===== src/rtl/kmst_pkg.sv =====
// ----------------------------------------------------------------------------
// kmst_pkg
// Shared types and constants of the maximum spanning tree block.
// ----------------------------------------------------------------------------
`default_nettype none

package kmst_pkg;

  // register indexes of the configuration port
  localparam logic [1:0] REG_COST_SCALE   = 2'd0;
  localparam logic [1:0] REG_GAIN_SCALE   = 2'd1;
  localparam logic [1:0] REG_VERTEX_COUNT = 2'd2;

  // field widths
  localparam int VERT_W   = 8;
  localparam int VAL_W    = 16;
  localparam int SUM_W    = 24;
  localparam int SCORE_W  = 42;
  localparam int TAKEN_W  = 8;
  localparam int VCNT_W   = 9;
  localparam int KEY_W    = 34;
  localparam int PROD_W   = 33;
  localparam int RANK_W   = 4;
  localparam int IN_W     = 48;
  localparam int OUT_W    = 104;

  // datapath operations issued by the controller
  localparam int OP_W = 5;
  localparam logic [OP_W-1:0] OP_IDLE     = 5'd0;
  localparam logic [OP_W-1:0] OP_LOAD     = 5'd1;
  localparam logic [OP_W-1:0] OP_CLEAR    = 5'd2;
  localparam logic [OP_W-1:0] OP_SCAN_RD  = 5'd3;
  localparam logic [OP_W-1:0] OP_SCAN_MUL = 5'd4;
  localparam logic [OP_W-1:0] OP_SCAN_CMP = 5'd5;
  localparam logic [OP_W-1:0] OP_EDGE_RD  = 5'd6;
  localparam logic [OP_W-1:0] OP_EDGE_CHK = 5'd7;
  localparam logic [OP_W-1:0] OP_FIND_RD  = 5'd8;
  localparam logic [OP_W-1:0] OP_FA_CHK   = 5'd9;
  localparam logic [OP_W-1:0] OP_FB_CHK   = 5'd10;
  localparam logic [OP_W-1:0] OP_RANK_A   = 5'd11;
  localparam logic [OP_W-1:0] OP_RANK_B   = 5'd12;
  localparam logic [OP_W-1:0] OP_UNION    = 5'd13;
  localparam logic [OP_W-1:0] OP_NEXT     = 5'd14;
  localparam logic [OP_W-1:0] OP_SCORE1   = 5'd15;
  localparam logic [OP_W-1:0] OP_SCORE2   = 5'd16;
  localparam logic [OP_W-1:0] OP_OUT      = 5'd17;

  // datapath status seen by the controller
  typedef struct packed {
    logic last_acc;   // last edge word accepted
    logic out_done;   // result word taken
    logic clr_end;    // clearing pass at final vertex
    logic no_target;  // single vertex, nothing to join
    logic scan_end;   // scan at final stored edge
    logic best_valid; // scan found a next edge
    logic bad_edge;   // endpoint out of range
    logic root_hit;   // parent read equals current vertex
    logic same_root;  // both endpoints in one component
    logic tree_full;  // this union completes the tree
  } status_t;

endpackage

`default_nettype wire


===== src/rtl/kmst_ctrl.sv =====
// ----------------------------------------------------------------------------
// kmst_ctrl
// Sequencer: load, clear union-find, select edges by repeated scan, find
// roots, join, then compute the score and present the result.
// ----------------------------------------------------------------------------
`default_nettype none

module kmst_ctrl (
  input  wire logic                      clk,
  input  wire logic                      rst,
  input  wire kmst_pkg::status_t         status,
  output logic [kmst_pkg::OP_W-1:0]      op
);

  localparam logic [4:0] S_LOAD     = 5'd0;
  localparam logic [4:0] S_CLEAR    = 5'd1;
  localparam logic [4:0] S_SCAN_RD  = 5'd2;
  localparam logic [4:0] S_SCAN_MUL = 5'd3;
  localparam logic [4:0] S_SCAN_CMP = 5'd4;
  localparam logic [4:0] S_SCAN_END = 5'd5;
  localparam logic [4:0] S_EDGE_RD  = 5'd6;
  localparam logic [4:0] S_EDGE_CHK = 5'd7;
  localparam logic [4:0] S_FA_RD    = 5'd8;
  localparam logic [4:0] S_FA_CHK   = 5'd9;
  localparam logic [4:0] S_FB_RD    = 5'd10;
  localparam logic [4:0] S_FB_CHK   = 5'd11;
  localparam logic [4:0] S_RANK_A   = 5'd12;
  localparam logic [4:0] S_RANK_B   = 5'd13;
  localparam logic [4:0] S_UNION    = 5'd14;
  localparam logic [4:0] S_NEXT     = 5'd15;
  localparam logic [4:0] S_SCORE1   = 5'd16;
  localparam logic [4:0] S_SCORE2   = 5'd17;
  localparam logic [4:0] S_OUT      = 5'd18;

  logic [4:0] state, state_next;

  // next state
  always_comb begin
    state_next = state;
    op         = kmst_pkg::OP_IDLE;
    case (state)
      S_LOAD: begin
        op = kmst_pkg::OP_LOAD;
        if (status.last_acc) state_next = S_CLEAR;
      end
      S_CLEAR: begin
        op = kmst_pkg::OP_CLEAR;
        if (status.clr_end) state_next = status.no_target ? S_SCORE1 : S_SCAN_RD;
      end
      S_SCAN_RD: begin
        op = kmst_pkg::OP_SCAN_RD;
        state_next = S_SCAN_MUL;
      end
      S_SCAN_MUL: begin
        op = kmst_pkg::OP_SCAN_MUL;
        state_next = S_SCAN_CMP;
      end
      S_SCAN_CMP: begin
        op = kmst_pkg::OP_SCAN_CMP;
        state_next = status.scan_end ? S_SCAN_END : S_SCAN_RD;
      end
      S_SCAN_END: begin
        state_next = status.best_valid ? S_EDGE_RD : S_SCORE1;
      end
      S_EDGE_RD: begin
        op = kmst_pkg::OP_EDGE_RD;
        state_next = S_EDGE_CHK;
      end
      S_EDGE_CHK: begin
        op = kmst_pkg::OP_EDGE_CHK;
        state_next = status.bad_edge ? S_NEXT : S_FA_RD;
      end
      S_FA_RD: begin
        op = kmst_pkg::OP_FIND_RD;
        state_next = S_FA_CHK;
      end
      S_FA_CHK: begin
        op = kmst_pkg::OP_FA_CHK;
        state_next = status.root_hit ? S_FB_RD : S_FA_RD;
      end
      S_FB_RD: begin
        op = kmst_pkg::OP_FIND_RD;
        state_next = S_FB_CHK;
      end
      S_FB_CHK: begin
        op = kmst_pkg::OP_FB_CHK;
        if (status.root_hit) state_next = status.same_root ? S_NEXT : S_RANK_A;
        else state_next = S_FB_RD;
      end
      S_RANK_A: begin
        op = kmst_pkg::OP_RANK_A;
        state_next = S_RANK_B;
      end
      S_RANK_B: begin
        op = kmst_pkg::OP_RANK_B;
        state_next = S_UNION;
      end
      S_UNION: begin
        op = kmst_pkg::OP_UNION;
        state_next = status.tree_full ? S_SCORE1 : S_NEXT;
      end
      S_NEXT: begin
        op = kmst_pkg::OP_NEXT;
        state_next = S_SCAN_RD;
      end
      S_SCORE1: begin
        op = kmst_pkg::OP_SCORE1;
        state_next = S_SCORE2;
      end
      S_SCORE2: begin
        op = kmst_pkg::OP_SCORE2;
        state_next = S_OUT;
      end
      S_OUT: begin
        op = kmst_pkg::OP_OUT;
        if (status.out_done) state_next = S_LOAD;
      end
      default: state_next = S_LOAD;
    endcase
  end

  always_ff @(posedge clk) begin
    if (rst) state <= S_LOAD;
    else state <= state_next;
  end

endmodule

`default_nettype wire


===== config.mk =====
export PLATFORM = sky130hd
export DESIGN_NAME = kmst_ctrl
export DESIGN_NICKNAME = d
export VERILOG_FILES = /design/src/rtl/kmst_pkg.sv /design/src/rtl/kmst_ctrl.sv
export SDC_FILE = /design/constraint.sdc
export NUM_CORES = 1
export LEC_CHECK = 0
export BUFFER_PORTS_ARGS = -buffer_cell sky130_fd_sc_hd__buf_2
export CELL_PAD_IN_SITES_DETAIL_PLACEMENT = 1
export CELL_PAD_IN_SITES_GLOBAL_PLACEMENT = 2
export CORE_AREA = 2 2 60 51
export DETAILED_ROUTE_END_ITERATION = 12
export DIE_AREA = 0 0 62 53
export MAX_ROUTING_LAYER = met4
export PLACE_DENSITY = 0.68
export SLEW_MARGIN = 20
export SYNTH_ARGS = -nofsm -noshare
export SYNTH_HDL_FRONTEND = slang
export SYNTH_SLANG_ARGS = --single-unit

===== constraint.sdc =====
create_clock -name clk -period 1.6 [get_ports clk]
set_clock_uncertainty 0.05 [all_clocks]
set_input_delay 0.32 -clock clk [delete_from_list [all_inputs] [get_ports clk]]
set_output_delay 0.32 -clock clk [all_outputs]
set_load 0.03 [all_outputs]

==> impl_metrics.csv, run 1 <==
group,metric,value,unit
outcome,result_of_the_run,"finished, violations left",
outcome,violations,"negative setup slack",
power_and_ir_drop,power_report.internal_total,0.000417,W
power_and_ir_drop,leakage,0.440,nW
layout,layout_common_cells,"21 x sky130_fd_sc_hd__buf_4, 11 x sky130_fd_sc_hd__buf_2, 10 x sky130_fd_sc_hd__nand2_1, 9 x sky130_fd_sc_hd__buf_6, 7 x sky130_fd_sc_hd__a21oi_1",
setup_path,setup.worst_path.class,"reg -> out",
logic_synthesis,count_of_unique_library_cells_instantiated_by_yosys,40,
floorplan,die-area,0.00329,mm²
logic_synthesis,synth_edf_count,0,
logic_synthesis,async_flop_share,0,%
global_route,antenna_found_initial,0,
setup_path,critPathCaptureType,"output port",
routing,first_iter_violations,30,
cts,ctsLongestPathBuffers,2,
power_and_ir_drop,powerDensity,653,mW/mm²
cts,cts_hold_buffers,0,
floorplan,floorplan.die.width,62,µm
setup_path,reg2reg_slack,-0.07,ns
global_route,global_route.peak_usage_layer,"met2",
sta,timing.max_slew.rel_slack,74.0,%
sta,fin_hold_viols,0,
floorplan,rows,17,
layout,final_cell_count_no_fill,167,
power_and_ir_drop,vdd.ir_drop.worst,0.182,mV
global_route,grt.met2_usage,24.7,%
layout,synthToLayoutAreaGrowth,66.3,%
layout,most_common_library_cell_in_the_layout_ignoring_fill_and_taps,"sky130_fd_sc_hd__buf_4",
cts,cts.clk_slew.worst_paths,0.06,ns
setup_path,worst-endpoint-arrival,1.38,ns
setup_path,timing.critical_path.fanout_max,6,
sta,setup-violations-final,6,
power_and_ir_drop,clock_power_share,23.2,%
sta,layout_setup_ws,-0.154,ns
cts,htree_levels,1,
global_route,globalRoute.totalOverflow,0,
floorplan,floorplan.die.height,53,µm
min_path,hold_path.class,"in -> reg",
setup_path,timing.critical_path.required,1.23,ns
power_and_ir_drop,p_switching,0.000260,W
logic_synthesis,synth-warning-count,0,
global_route,groute.layer.met3.usage,1.47,%
logic_synthesis,synth_nets,105,
setup_path,critical_path_buf_inv_count,1,
layout,postLayoutCoreUtil,39.0,%
routing,route.vias.total,803,
routing,dr.pass1.iters,4,
power_and_ir_drop,switching_share,38.4,%
layout,reg.largest.list,"state (5)",
global_route,grt_use_total,16.7,%
layout,n_fill_cell,333,
placed_design,placedCellCount,158,
placed_design,post-place-ws,-0.139,ns
setup_path,worst_path_largest_cell_delay,0.37,ns
placed_design,finalWeightedCongestion,0.819,
logic_synthesis,syn_area,623,µm²
cts,clock_insertion_delay_worst_skew,0.25,ns
floorplan,initial_core_util,23.4,%
routing,detail-route-antenna-nets,0,
logic_synthesis,yosysTopAreaCellShare,16.1,%
logic_synthesis,avg_inst_size_synth,6.70,µm²
layout,largest_register,"state",
layout,n_antenna_cell,0,
setup_path,critical_path.cell_chain,"or2b_1 -> nand2_1 -> nor2_1 -> a21oi_1 -> o32ai_2 -> buf_4",
global_route,global_routing_met1_resource_utilization,23.3,%
power_and_ir_drop,power_after_layout,0.000677,W
logic_synthesis,yosysSeqAreaShare,16.1,%
layout,largest_register_ffs,5,
layout,layout.nets,142,
logic_synthesis,postSynth.topFlopCell,"sky130_fd_sc_hd__dfxtp_1",
floorplan,design.portCount,17,
power_and_ir_drop,combinationalPowerShare,55.3,%
logic_synthesis,synth_top_cells_by_area,"sky130_fd_sc_hd__dfxtp_1 16%, sky130_fd_sc_hd__o21ai_0 8.0%, sky130_fd_sc_hd__nand2_1 6.0%",
setup_path,critPathTopFamily,"flip-flops",
routing,post-route-drc-count,0,
placed_design,io_buffer_count,16,
power_and_ir_drop,sequential_share_of_power,21.5,%
setup_path,critical-path-slowest-cell,"sky130_fd_sc_hd__dfxtp_4",
flow_run,drv.max_cap_violation_count,0,
global_route,grt_first_pass_wirelength,3820,µm
routing,wl,2390,µm
sta,fmaxAchievable,0.570,GHz
sta,period_utilization,110,%
logic_synthesis,yosys_register_bits,5,
cts,clockRootBuffer,"sky130_fd_sc_hd__clkbuf_4",
sta,rsz0062_at_grt,"yes",
sta,period_minus_slack,1.75,ns
routing,post_drt_via_cell_ratio,4.81,
cts,cts.sinks,5,
routing,avgRoutedWirePerCell,14.3,µm
logic_synthesis,postSynthCellCount,93,
placed_design,hpwl_after_dpl,1780,µm
sta,max_slew_violations,0,
layout,final_layout_size_suffix_gt1_share,47.3,%
global_route,grt_max_degree,14,
cts,numCtsBuffers,3,
sta,worstMarginPinSlew,0.386,ns
setup_path,critical_path.startpoint_type,"register",
logic_synthesis,synthDominantAreaCellType,"sky130_fd_sc_hd__dfxtp_1",
global_route,grt_pass1_vias,761,
cts,tritoncts,"done",
floorplan,core,0.00266,mm²
==> power groups by stage <==
| stage | logic [W] | registers (W) | clock network, W |
|---|---|---|---|
| after floorplan | 0.000211 | 0.000139 | 0 |
| after global placement | 0.000335 | 0.000148 | 0 |
| after detailed placement | 0.000337 | 0.000149 | 0 |
| after CTS | 0.000365 | 0.000144 | 0.000161 |
| after global routing | 0.000405 | 0.000147 | 0.000177 |
| final | 0.000374 | 0.000146 | 0.000157 |
==> synthesized netlist by cell type, types with 2 or more instances <==
master	n
sky130_fd_sc_hd__a21boi_0	2
sky130_fd_sc_hd__a21oi_1	7
sky130_fd_sc_hd__and3_1	2
sky130_fd_sc_hd__buf_1	2
sky130_fd_sc_hd__buf_2	2
sky130_fd_sc_hd__buf_4	2
sky130_fd_sc_hd__clkbuf_1	3
sky130_fd_sc_hd__dfxtp_1	5
sky130_fd_sc_hd__inv_1	3
sky130_fd_sc_hd__mux2i_1	2
sky130_fd_sc_hd__nand2_1	10
sky130_fd_sc_hd__nand3_1	2
sky130_fd_sc_hd__nand3b_1	4
sky130_fd_sc_hd__nand4_1	3
sky130_fd_sc_hd__nor2_1	6
sky130_fd_sc_hd__nor2b_1	2
sky130_fd_sc_hd__nor3_1	4
sky130_fd_sc_hd__o21ai_0	10
==> final cells by class <==
cell class                      count  area [µm²]  share of cell area, %
Multi-Input combinational cell     74         500                   48.3
Tap cell                           38        47.5                   4.59
Sequential cell                     5         113                   10.9
Timing Repair Buffer               42         334                   32.2
Inverter                            4        15.0                   1.45
Clock buffer                        4        26.3                   2.54
==> worst paths after layout <==
| check | start | to | cells after the start |
|---|---|---|---|
| min | rst | state[2] | 2 |
| max | state[3] | op[0] | 6 |
| max reg2reg | state[3] | state[0] | 5 |
| min reg2reg | state[4] | state[4] | 1 |
==> cell families (layout without fill, tap and decap cells) <==
logic type	after synthesis	in the layout	synth area share (%)
flip-flops	5	5	16.1
multiplexers	2	2	3.21
buffers and inverters	14	50	11.2
AO/OA/AOI/OAI	32	32	33.7
XOR/XNOR	1	1	1.41
AND/OR/NAND/NOR	39	39	34.3
==> through the flow <==
| stage | TNS (ns) | instance area, µm² | hold slack [ns] |
|---|---|---|---|
| floorplan | -0.00788 | 647 | 0.342 |
| global placement | -0.0908 | 886 | 0.526 |
| detailed placement | -0.193 | 886 | 0.540 |
| CTS | -0.531 | 1020 | 0.268 |
| global route | -0.977 | 1040 | 0.274 |
| finish | -0.507 | 1040 | 0.278 |
==> layer usage <==
layer  vias up  share of wire [%]
met5         -                  0
met4         0               0.71
li1        413                  -
met2        18                 47
met3         2                3.1
met1       370                 49
==> timing repair <==
item                                    CTS  global route
setup buffers                             5             0
pin swaps                                 6             2
resized for setup                        27             7
endpoints found under the setup margin    6             8
==> worst register-to-register path: cells and delay by family, from the launching register on <==
| kind | cells | cell delay [ns] |
|---|---|---|
| buf+inv | 1 | 0.12 |
| flops | 1 | 0.37 |
| simple gates | 2 | 0.63 |
| compound gates | 2 | 0.39 |
(Power assumes the default switching activity.)
==> inputs of run 2 (changes only) <==
CORE_AREA = 2 2 58 49   (was 2 2 60 51)
DIE_AREA = 0 0 60 51   (was 0 0 62 53)
PLACE_DENSITY = 0.71   (was 0.68)
clock period = 1.8 ns   (was 1.6 ns; I/O delays follow)
==> run 2 against run 1 <==
- the run still ends with negative setup slack left
- clock power fell by 15%
- sequential cell count did not move
- sequential share of layout area rose by 2.1 points
- register-to-register slack improved by 0.23 ns
- total power fell by 20%
- sequential power fell by 5%
- non-clock buffer count fell by 11
- utilization fell by 4.4 points
- highest routed layer unchanged
==> impl_metrics.csv, run 2 (same netlist as run 1, synthesis figures left out) <==
group,metric,value,unit
layout,n_fill_cell,327,
sta,period_minus_slack,1.80,ns
cts,tritoncts,"done",
layout,register_area,115,µm²
setup_path,timing.critical_path.required,1.39,ns
setup_path,worstRegToRegCells,5,
cts,cts.clk_slew.worst_paths,0.05,ns
layout,largest_register_ffs,5,
layout,reg.largest.list,"state (5)",
cts,htree_levels,1,
cts,cts_hold_buffers,0,
layout,final_layout_size_suffix_gt1_share,36.4,%
sta,worstMarginPinSlew,0.387,ns
global_route,grt_pass1_vias,743,
power_and_ir_drop,vdd.ir_drop.worst,0.207,mV
layout,multi_input_area,468,µm²
setup_path,worst_reg2reg_path_endpoint,"state[0]",
sta,setup-violations-final,1,
power_and_ir_drop,p_switching,0.000210,W
layout,largest_register,"state",
setup_path,critical_path.startpoint,"state[1]",
cts,cts.sinks,5,
power_and_ir_drop,clock_power_share,24.6,%
sta,timing.max_slew.rel_slack,73.9,%
flow_run,drv.max_cap_violation_count,0,
min_path,worstHoldPathCells,2,
sta,fin_hold_viols,0,
layout,layout_common_cells,"19 x sky130_fd_sc_hd__buf_4, 11 x sky130_fd_sc_hd__buf_2, 10 x sky130_fd_sc_hd__nand2_1, 7 x sky130_fd_sc_hd__a21oi_1, 6 x sky130_fd_sc_hd__o21ai_0",
sta,layout_setup_ws,-0.000744,ns
setup_path,critical_path.startpoint_type,"register",
global_route,groute.layer.met3.usage,2.28,%
setup_path,timing.critical_path.fanout_max,7,
setup_path,setup.worst_path.class,"reg -> out",
sta,max_slew_violations,0,
routing,wl,2070,µm
global_route,grt_use_total,15.0,%
power_and_ir_drop,powerDensity,607,mW/mm²
sta,fmaxAchievable,0.555,GHz
cts,clock_insertion_delay_worst_skew,0.24,ns
routing,detail-route-antenna-nets,0,
placed_design,io_buffer_count,16,
layout,layout.nets,131,
layout,n_antenna_cell,0,
cts,numCtsBuffers,3,
floorplan,core,0.00257,mm²
power_and_ir_drop,power_report.internal_total,0.000330,W
global_route,grt.met2_usage,23.4,%
setup_path,endpoint,"op[0]",
floorplan,initial_core_util,24.2,%
sta,rsz0062_at_grt,"yes",
global_route,grt_max_degree,14,
global_route,global_routing_met1_resource_utilization,19.8,%
setup_path,timing.rr.start,"state[3]",
min_path,worst_hold_path_startpoint,"rst",
setup_path,reg2reg_slack,0.16,ns
outcome,result_of_the_run,"finished, violations left",
placed_design,hpwl_after_dpl,1600,µm
global_route,antenna_found_initial,0,
routing,avgRoutedWirePerCell,13.3,µm
power_and_ir_drop,combinationalPowerShare,49.8,%
power_and_ir_drop,sequential_share_of_power,25.6,%
setup_path,worst-endpoint-arrival,1.39,ns
global_route,grt_first_pass_wirelength,3400,µm
routing,post_drt_via_cell_ratio,4.91,
placed_design,dpl_cell_area,821,µm²
sta,period_utilization,100,%
power_and_ir_drop,leakage,0.373,nW
cts,clockRootBuffer,"sky130_fd_sc_hd__clkbuf_4",
outcome,violations,"negative setup slack",
cts,ctsLongestPathBuffers,2,
global_route,global_route.peak_usage_layer,"met2",
power_and_ir_drop,switching_share,38.9,%
min_path,hold_path.class,"in -> reg",
floorplan,floorplan.die.width,60,µm
placed_design,finalWeightedCongestion,0.797,
floorplan,design.portCount,17,
layout,synthToLayoutAreaGrowth,42.8,%
routing,route.vias.total,766,
floorplan,die-area,0.00306,mm²
floorplan,floorplan.die.height,51,µm
layout,final_design_area_no_fill,890,µm²
routing,post-route-drc-count,0,
floorplan,rows,17,
routing,dr.pass1.iters,4,
routing,first_iter_violations,6,
layout,most_common_library_cell_in_the_layout_ignoring_fill_and_taps,"sky130_fd_sc_hd__buf_4",
global_route,globalRoute.totalOverflow,0,
setup_path,critPathCaptureType,"output port",
power_and_ir_drop,power_after_layout,0.000540,W
-- run 2: cell types whose count changed in the layout (fill, tap and decap cells not counted), sizes merged --
cell / previous run / this run
buf: 42 / 31
-- run 2: cell type report --
class | instances | share of cell area (%)
multi-input combinational | 74 | 52.6
timing repair buffer | 31 | 24.5
sequential | 5 | 12.9
tap | 38 | 5.34
clock buffer | 4 | 2.95
inverter | 4 | 1.69
-- run 2: power groups by stage --
stage	combinational (W)	sequential [W]	clock [W]
6_report	0.000269	0.000138	0.000133
5_1_grt	0.000294	0.000140	0.000146
4_1_cts	0.000266	0.000137	0.000137
3_5_place_dp	0.000256	0.000140	0
3_3_place_gp	0.000253	0.000140	0
2_1_floorplan	0.000180	0.000123	0
-- run 2: repair_timing --
item                                    CTS  global route
buffers inserted                          0             1
gates resized for setup                  11             7
pin swaps                                 2             1
endpoints found under the setup margin    5             5
-- run 2: metal layers --
metal / wire length (µm) / share of wire (%) / vias to the layer above
li1: - / - / 390
met1: 1020 / 49 / 356
met2: 952 / 46 / 18
met3: 74 / 3.6 / 2
met4: 21 / 1.0 / 0
met5: 0 / 0 / -
-- run 2: stage by stage --
| step | setup WS, ns | instances | hold slack, ns | utilization [%] | setup TNS (ns) |
|---|---|---|---|---|---|
| floorplan | -0.0683 | 93 | 0.382 | - | -0.0683 |
| finish | -0.000744 | 156 | 0.300 | 34.6 | -0.000744 |
| CTS | -0.0159 | 155 | 0.299 | 33.9 | -0.0159 |
| global placement | 0.0966 | 151 | 0.559 | 31.9 | 0 |
| detailed placement | 0.0545 | 151 | 0.565 | 31.9 | 0 |
| global route | -0.0819 | 156 | 0.301 | 34.6 | -0.149 |
-- run 2: worst max-delay path, stage by stage, from the launching register on --
cell                      delay, ns
sky130_fd_sc_hd__dfxtp_4       0.39
sky130_fd_sc_hd__or2b_1        0.27
sky130_fd_sc_hd__nand2_1       0.07
sky130_fd_sc_hd__nor2_1        0.03
sky130_fd_sc_hd__a21oi_1       0.13
sky130_fd_sc_hd__o32ai_2       0.09
sky130_fd_sc_hd__buf_4         0.17
-- run 2: worst min-delay path by stage --
stage / endpoint
finish: state[2]
global route: state[2]
CTS: state[2]
detailed placement: state[2]
global placement: state[2]
floorplan: state[2]
==> inputs of run 3 (changes only) <==
CORE_AREA = 2 2 55 52   (was 2 2 58 49)
DIE_AREA = 0 0 57 54   (was 0 0 60 51)
PLACE_DENSITY = 0.7   (was 0.71)
==> run 3 against run 2 <==
- the run still ends with negative setup slack left
- sequential power hardly changed
- global-route usage grew 0.073 points
- fmax fell by 1.9%
- via count up 0.65%
- clock power rose by 7%
- count of clock-buffer cells in the layout stayed put
- first-iteration DRC count rose to 3.0 times the previous value
- critical path type unchanged
- critical endpoint unchanged
- highest routed layer unchanged
==> impl_metrics.csv, run 3 (same netlist as run 1, synthesis figures left out) <==
group,metric,value,unit
routing,wl,2150,µm
cts,cts.clk_slew.worst_paths,0.06,ns
sta,fmaxAchievable,0.545,GHz
power_and_ir_drop,leakage,0.376,nW
layout,postLayoutCoreUtil,34.6,%
setup_path,critical-path-slowest-cell,"sky130_fd_sc_hd__dfxtp_4",
setup_path,critical_path_buf_inv_count,2,
cts,htree_levels,1,
sta,worstMarginPinSlew,0.325,ns
min_path,hold_path.class,"in -> reg",
flow_run,drv.max_cap_violation_count,0,
setup_path,worst_reg2reg_path_endpoint,"state[0]",
sta,worst_hold_slack,0.279,ns
sta,max_slew_violations,0,
layout,n_antenna_cell,0,
power_and_ir_drop,power_after_layout,0.000558,W
setup_path,timing.rr.start,"state[3]",
setup_path,worst_path_largest_cell_delay,0.37,ns
floorplan,core,0.00257,mm²
global_route,antenna_found_initial,0,
setup_path,timing.critical_path.required,1.39,ns
global_route,globalRoute.totalOverflow,0,
outcome,result_of_the_run,"finished, violations left",
setup_path,setup.worst_path.class,"reg -> out",
cts,ctsLongestPathBuffers,2,
outcome,violations,"negative setup slack",
routing,first_iter_violations,18,
layout,largest_register,"state",
placed_design,io_buffer_count,16,
power_and_ir_drop,vdd.ir_drop.worst,0.277,mV
layout,layout_common_cells,"17 x sky130_fd_sc_hd__buf_4, 12 x sky130_fd_sc_hd__buf_2, 9 x sky130_fd_sc_hd__nand2_1, 8 x sky130_fd_sc_hd__o21ai_0, 6 x sky130_fd_sc_hd__a21oi_1",
layout,layout.nets,131,
setup_path,critical_path.most_common_cell,"sky130_fd_sc_hd__buf_4",
sta,fin_hold_viols,0,
floorplan,floorplan.die.width,57,µm
min_path,worstHoldPathCells,2,
sta,layout_setup_ws,-0.0361,ns
cts,clockRootBuffer,"sky130_fd_sc_hd__clkbuf_4",
setup_path,timing.critical_path.fanout_max,7,
global_route,grt_first_pass_wirelength,3490,µm
routing,avgRoutedWirePerCell,14.5,µm
global_route,grt_max_degree,14,
layout,most_common_library_cell_in_the_layout_ignoring_fill_and_taps,"sky130_fd_sc_hd__buf_4",
layout,reg.largest.list,"state (5)",
setup_path,reg2reg_slack,0.11,ns
floorplan,rows,18,
setup_path,worstRegToRegCells,5,
setup_path,worst-endpoint-arrival,1.43,ns
layout,synthToLayoutAreaGrowth,42.4,%
setup_path,critical_path.cell_chain,"buf_4 -> o21ai_0 -> a21oi_2 -> o32ai_2 -> buf_4",
global_route,grt_use_total,15.1,%
routing,detail-route-antenna-nets,0,
routing,post_drt_via_cell_ratio,5.21,
floorplan,die-area,0.00308,mm²
placed_design,finalWeightedCongestion,0.811,
cts,tritoncts,"done",
sta,period_utilization,102,%
routing,route.vias.total,771,
placed_design,hpwl_after_dpl,1580,µm
floorplan,initial_core_util,24.3,%
routing,dr.pass1.iters,4,
cts,clock_insertion_delay_worst_skew,0.26,ns
sta,rsz0062_at_grt,"yes",
layout,final_layout_size_suffix_gt1_share,39.0,%
global_route,grt_pass1_vias,739,
min_path,worst_hold_path_startpoint,"rst",
floorplan,design.portCount,17,
sta,period_minus_slack,1.84,ns
power_and_ir_drop,powerDensity,630,mW/mm²
cts,cts_hold_buffers,0,
setup_path,critical_path.startpoint_type,"register",
cts,numCtsBuffers,3,
sta,timing.max_slew.rel_slack,78.1,%
cts,cts.sinks,5,
floorplan,floorplan.die.height,54,µm
layout,largest_register_ffs,5,
routing,post-route-drc-count,0,
setup_path,critPathCaptureType,"output port",
sta,setup-violations-final,1,
setup_path,critPathTopFamily,"compound AO/OA/AOI/OAI gates",
min_path,hold-path-endpoint,"state[3]",
==> run 3: cell counts in the layout (fill, tap and decap cells not counted) <==
Identical to the previous run, type by type.
==> run 3: cell type report <==
cell class | count | area [µm²]
fillers | 342 | 1680
inverters | 4 | 15.0
flip-flops and latches | 5 | 113
multi-input cells | 74 | 477
repair buffers | 31 | 219
clock buffers | 4 | 26.3
well taps | 30 | 37.5
==> run 3: worst max path at each step <==
stage	startpoint	to	slack [ns]	depth (start not counted)
6_report	state[1]	op[0]	-0.04	5
3_3_place_gp	state[1]	op[0]	0.13	6
5_1_grt	state[1]	op[0]	-0.10	6
3_5_place_dp	state[3]	op[0]	0.1	5
4_1_cts	state[1]	op[0]	-0.009	6
2_1_floorplan	state[3]	op[1]	-0.07	6
==> run 3: power breakdown <==
part	switching, W	total [W]	internal [W]
clock	0.0000575	0.000142	0.0000846
sequential	0.0000208	0.000141	0.000120
combinational	0.000142	0.000275	0.000134
==> run 3: per-layer routing <==
metal | wire length (µm) | global-route usage, %
met5 | 0 | -
met4 | 25 | 4.65
met3 | 82 | 0.240
met2 | 1040 | 26.1
met1 | 1010 | 19.5
==> run 3: what timing repair did <==
| item | CTS | global route |
|---|---|---|
| gates cloned | 0 | 0 |
| pin swaps | 2 | 7 |
| setup endpoints to repair | 5 | 5 |
| setup buffers | 1 | 0 |
| resized for setup | 10 | 11 |
==> run 3: per-stage QoR <==
| stage | setup WS (ns) | cell area, µm² | TNS (ns) | cells |
|---|---|---|---|---|
| floorplan | -0.0683 | 631 | -0.0683 | 93 |
| global placement | 0.127 | 818 | 0 | 144 |
| detailed placement | 0.0984 | 818 | 0 | 144 |
| CTS | -0.00889 | 870 | -0.00889 | 149 |
| global route | -0.104 | 887 | -0.259 | 148 |
| finish | -0.0361 | 887 | -0.0361 | 148 |
